$ cat config.mk
export PLATFORM = sky130hd
export DESIGN_NAME = dmc_ram
export DESIGN_NICKNAME = d
export VERILOG_FILES = /design/src/design/dmc_ram.sv
export SDC_FILE = /design/constraint.sdc
export NUM_CORES = 2
export LEC_CHECK = 0
export BUFFER_PORTS_ARGS = -buffer_cell sky130_fd_sc_hd__buf_2
export CAP_MARGIN = 20
export CORE_ASPECT_RATIO = 0.9
export CORE_UTILIZATION = 30
export DETAILED_ROUTE_END_ITERATION = 10
export HOLD_SLACK_MARGIN = 0.1
export PLACE_DENSITY_LB_ADDON = 0.12
export REMOVE_ABC_BUFFERS = 1
export SYNTH_ARGS = -nofsm -noshare
export SYNTH_HDL_FRONTEND = slang
export SYNTH_SLANG_ARGS = --single-unit
$ cat constraint.sdc
create_clock -name clk -period 3.61 [get_ports clk]
set_input_delay 0.1805 -clock clk [delete_from_list [all_inputs] [get_ports clk]]
set_output_delay 0.1805 -clock clk [all_outputs]
set_load 0.01 [all_outputs]
$ cat src/design/dmc_ram.sv
module dmc_ram #(
	parameter int WIDTH = 32,
	parameter int DEPTH = 64
) (
	input  logic                     clk,
	input  logic                     we,
	input  logic [$clog2(DEPTH)-1:0] waddr,
	input  logic [WIDTH-1:0]         wdata,
	input  logic                     re,
	input  logic [$clog2(DEPTH)-1:0] raddr,
	output logic [WIDTH-1:0]         rdata
);

	logic [WIDTH-1:0] mem_q [DEPTH];
	logic [WIDTH-1:0] rdata_q;

	// One write port and one registered read port; read data holds when idle.
	always_ff @(posedge clk) begin
		if (we) begin
			mem_q[waddr] <= wdata;
		end
		if (re) begin
			rdata_q <= mem_q[raddr];
		end
	end

	assign rdata = rdata_q;

endmodule

==> summary.txt <==
STA
  – Slew HR: 0.244
  – Fmax: 0.386 GHz
  – RSZ-0062 raised after global routing: false
  – Setup TNS: 0 ns
  – Final Cycle Share: 0.717
  – Skew final: 0.0782 ns
  – Hold violation count in the final report: 0
  – Final Setup Violations: 0
  – Tightest Pin Transition: 1.13 ns
  – Max Slew Vio Count: 0
  – Minimum clock period: 2.59 ns

Global route
  – Vias in the first global route: 38300
  – First-pass GRT wire length: 333000 um
  – GR Util met2: 0.290
  – Antenna violations before repair: 29
  – Gr usage total: 0.185
  – Met1 usage: 0.269
  – Met3 global-route usage: 0.0254
  – Largest net degree at the start of global routing: 65
  – Gr ovfl total: 0
  – Gr busiest metal: met2

Layout
  – FILL cells: 23900
  – Layout cell share with drive strength beyond 1: 0.318
  – Fin util: 0.356
  – Area Overhead vs Synth: 18.1%
  – Final #Nets: 3800

Clock network
  – CTS sink cnt: 2080
  – Worst-Skew Late Latency: 0.89 ns
  – Num CTS Buffers: 223
  – Clk slew on worst S/H paths: 0.06 ns
  – Cts repair resizes: 0
  – Root buffer cell: clkbuf_16
  – CTS tree: done
  – Longest Clk Path Bufs: 3
  – CTS H-tree lvls: 4

Floorplanning
  – Initial Util: 0.302
  – Num rows: 178
  – DIE AREA: 265000 um^2
  – Placeable core area: 261000 um^2
  – # IOs: 79
  – Die width: 542 um
  – Die height: 488 um

Detailed routing
  – DR pass1 iterations: 5
  – Vias: 37500
  – DRT antenna net count: 0
  – Number of DRC markers in iteration 0: 4006
  – Via/cell ratio: 5.03
  – Routed WL per cell: 32.8 um
  – Overall routed net length: 245000 um
  – Drc violations: 0

Synth
  – Main synth FF type: edfxtp_1
  – Most frequent cell after synthesis: edfxtp_1
  – Number of enable flip-flop cells after synthesis: 2080
  – Yosys Warn Count: 0
  – Share of the synthesized area in the top cell type: 0.792
  – Netlist cell types: 33
  – Seq cells post-synth: 2080
  – Synthesized area: 78800 um^2
  – Gate Count Post-Synth: 3324
  – Sequential share of the synthesized area: 0.792
  – Top cells by area, synth: edfxtp_1, mux4_2, mux2i_1, o22ai_1, nor2_1
  – Commonest cells in the synthesized netlist: edfxtp_1, mux4_2, nor2_1
  – Cell taking the most area after synthesis: edfxtp_1
  – Post-synth ARST share: 0
  – Syn Area/Cell: 23.7 um^2

Min path
  – Hold_sp: we
  – Hold Crit Endpoint: mem_q[11][4]
  – Hold Crit Depth: 4
  – Hold crit path type: in -> reg

Worst setup path
  – Worst Setup End Kind: flop
  – WP data arrival: 3.16 ns
  – Reg2reg setup slack: 1.02 ns
  – Required @ worst endpoint: 4.18 ns
  – FF-to-FF End: rdata[1]
  – WS Path Type: reg -> reg
  – Startpoint types: flop
  – R2R Path Start: mem_q[18][1]
  – R2r worst-path depth: 4
  – CP Max Fanout: 1

Status
  – Outcome: completed

Power and ir drop
  – Power per cell area: 555 nW/um^2
  – Peak VDD IR: 0.000402 V
  – Lkg Pwr: 28.7 nW

Placement
  – Routability cong.: 0.789
  – Port buffer count: 78
  – Estimated wirelength of the detail-placed design: 142000 um

Run
  – Max Cap Viol: 0
[worst max-delay path: stages (launching register included)]
cell and delay [ns]:
edfxtp_1 0.36, mux4_2 0.51, mux4_2 0.60, o22ai_1 0.69, nor2_1 0.12
[cells by family after synthesis]
| kind of cell | after synthesis | share of synthesized area |
|---|---|---|
| DFF | 2080 | 0.792 |
| buffers and inverters | 182 | 0.0112 |
| and+or+nand+nor | 223 | 0.0126 |
| muxes | 637 | 0.167 |
| AOI/OAI and AO/OA | 202 | 0.0167 |
[per-layer routing]
| layer | wire, um | part of all wire |
|---|---|---|
| met1 | 113000 | 0.46 |
| met2 | 115000 | 0.47 |
| met3 | 10600 | 0.043 |
| met4 | 5380 | 0.022 |
| met5 | 0 | 0 |
[through the flow]
stage | hold WS, ns | cell area, um^2 | std cells | setup WS [ns] | power [mW]
after floorplan | 0.279 | 77900 | 3142 | 0.422 | 28.4
after global placement | 0.633 | 85600 | 6996 | 0.0269 | 30.3
after detailed placement | 0.628 | 85700 | 6999 | 0.0572 | 30.3
after CTS | 0.112 | 93000 | 7439 | 0.975 | 52.3
after global routing | 0.140 | 93100 | 7452 | 1.05 | 53.3
final | 0.172 | 93100 | 7458 | 1.02 | 51.7
[cell type report]
class / instances / area, um^2 / area share
diodes: 16 / 40.0 / 0.000430
clock buffers: 285 / 5810 / 0.0624
clock inverters: 119 / 1140 / 0.0123
multi-input cells: 1062 / 16000 / 0.172
flip-flops and latches: 2080 / 62500 / 0.671
well taps: 3510 / 4390 / 0.0472
repair buffers: 386 / 3280 / 0.0353
[flip-flops by register name (all words and copies together), names as in the netlist]
name,cells
mem_q,2048
rdata,32
[repair_timing]
| item | 4_1_cts | 5_1_grt |
|---|---|---|
| buffers inserted | 0 | 0 |
| hold buffers | 36 | 0 |
| endpoints found under the hold margin | 1276 | 0 |
[how the worst max path moves through the flow]
stage / endpoint / from / slack, ns
final: rdata[1] / mem_q[18][1] / 1.02
after global placement: rdata[21] / raddr[0] / 0.03
after floorplan: mem_q[48][0] / we / 0.42
after detailed placement: rdata[21] / raddr[0] / 0.06
after global routing: rdata[2] / mem_q[23][2] / 1.05
after CTS: rdata[21] / raddr[0] / 0.98
[where the power goes]
group / internal, mW / switching (mW) / leakage [nW]
sequential: 26.8 / 0.0991 / 18.7
combinational: 1.04 / 1.86 / 6.66
clock: 12.2 / 9.68 / 3.36
[placed cells by master, fill, tap and decap left out, types with 12 or more instances in the layout]
| cell | instances |
|---|---|
| nor2b_1 | 14 |
| buf_4 | 237 |
| dlygate4sd3_1 | 36 |
| o22ai_1 | 84 |
| clkinv_1 | 55 |
| buf_12 | 36 |
| nor2_1 | 74 |
| nor2_4 | 62 |
| nand2_1 | 26 |
| edfxtp_1 | 2080 |
| a21oi_1 | 62 |
| o221ai_1 | 27 |
| mux4_2 | 544 |
| a22oi_1 | 12 |
| clkbuf_16 | 223 |
| clkinv_2 | 33 |
| mux2i_1 | 93 |
| diode_2 | 16 |
| buf_2 | 73 |
| clkbuf_1 | 62 |
(Power assumes the default switching activity.)
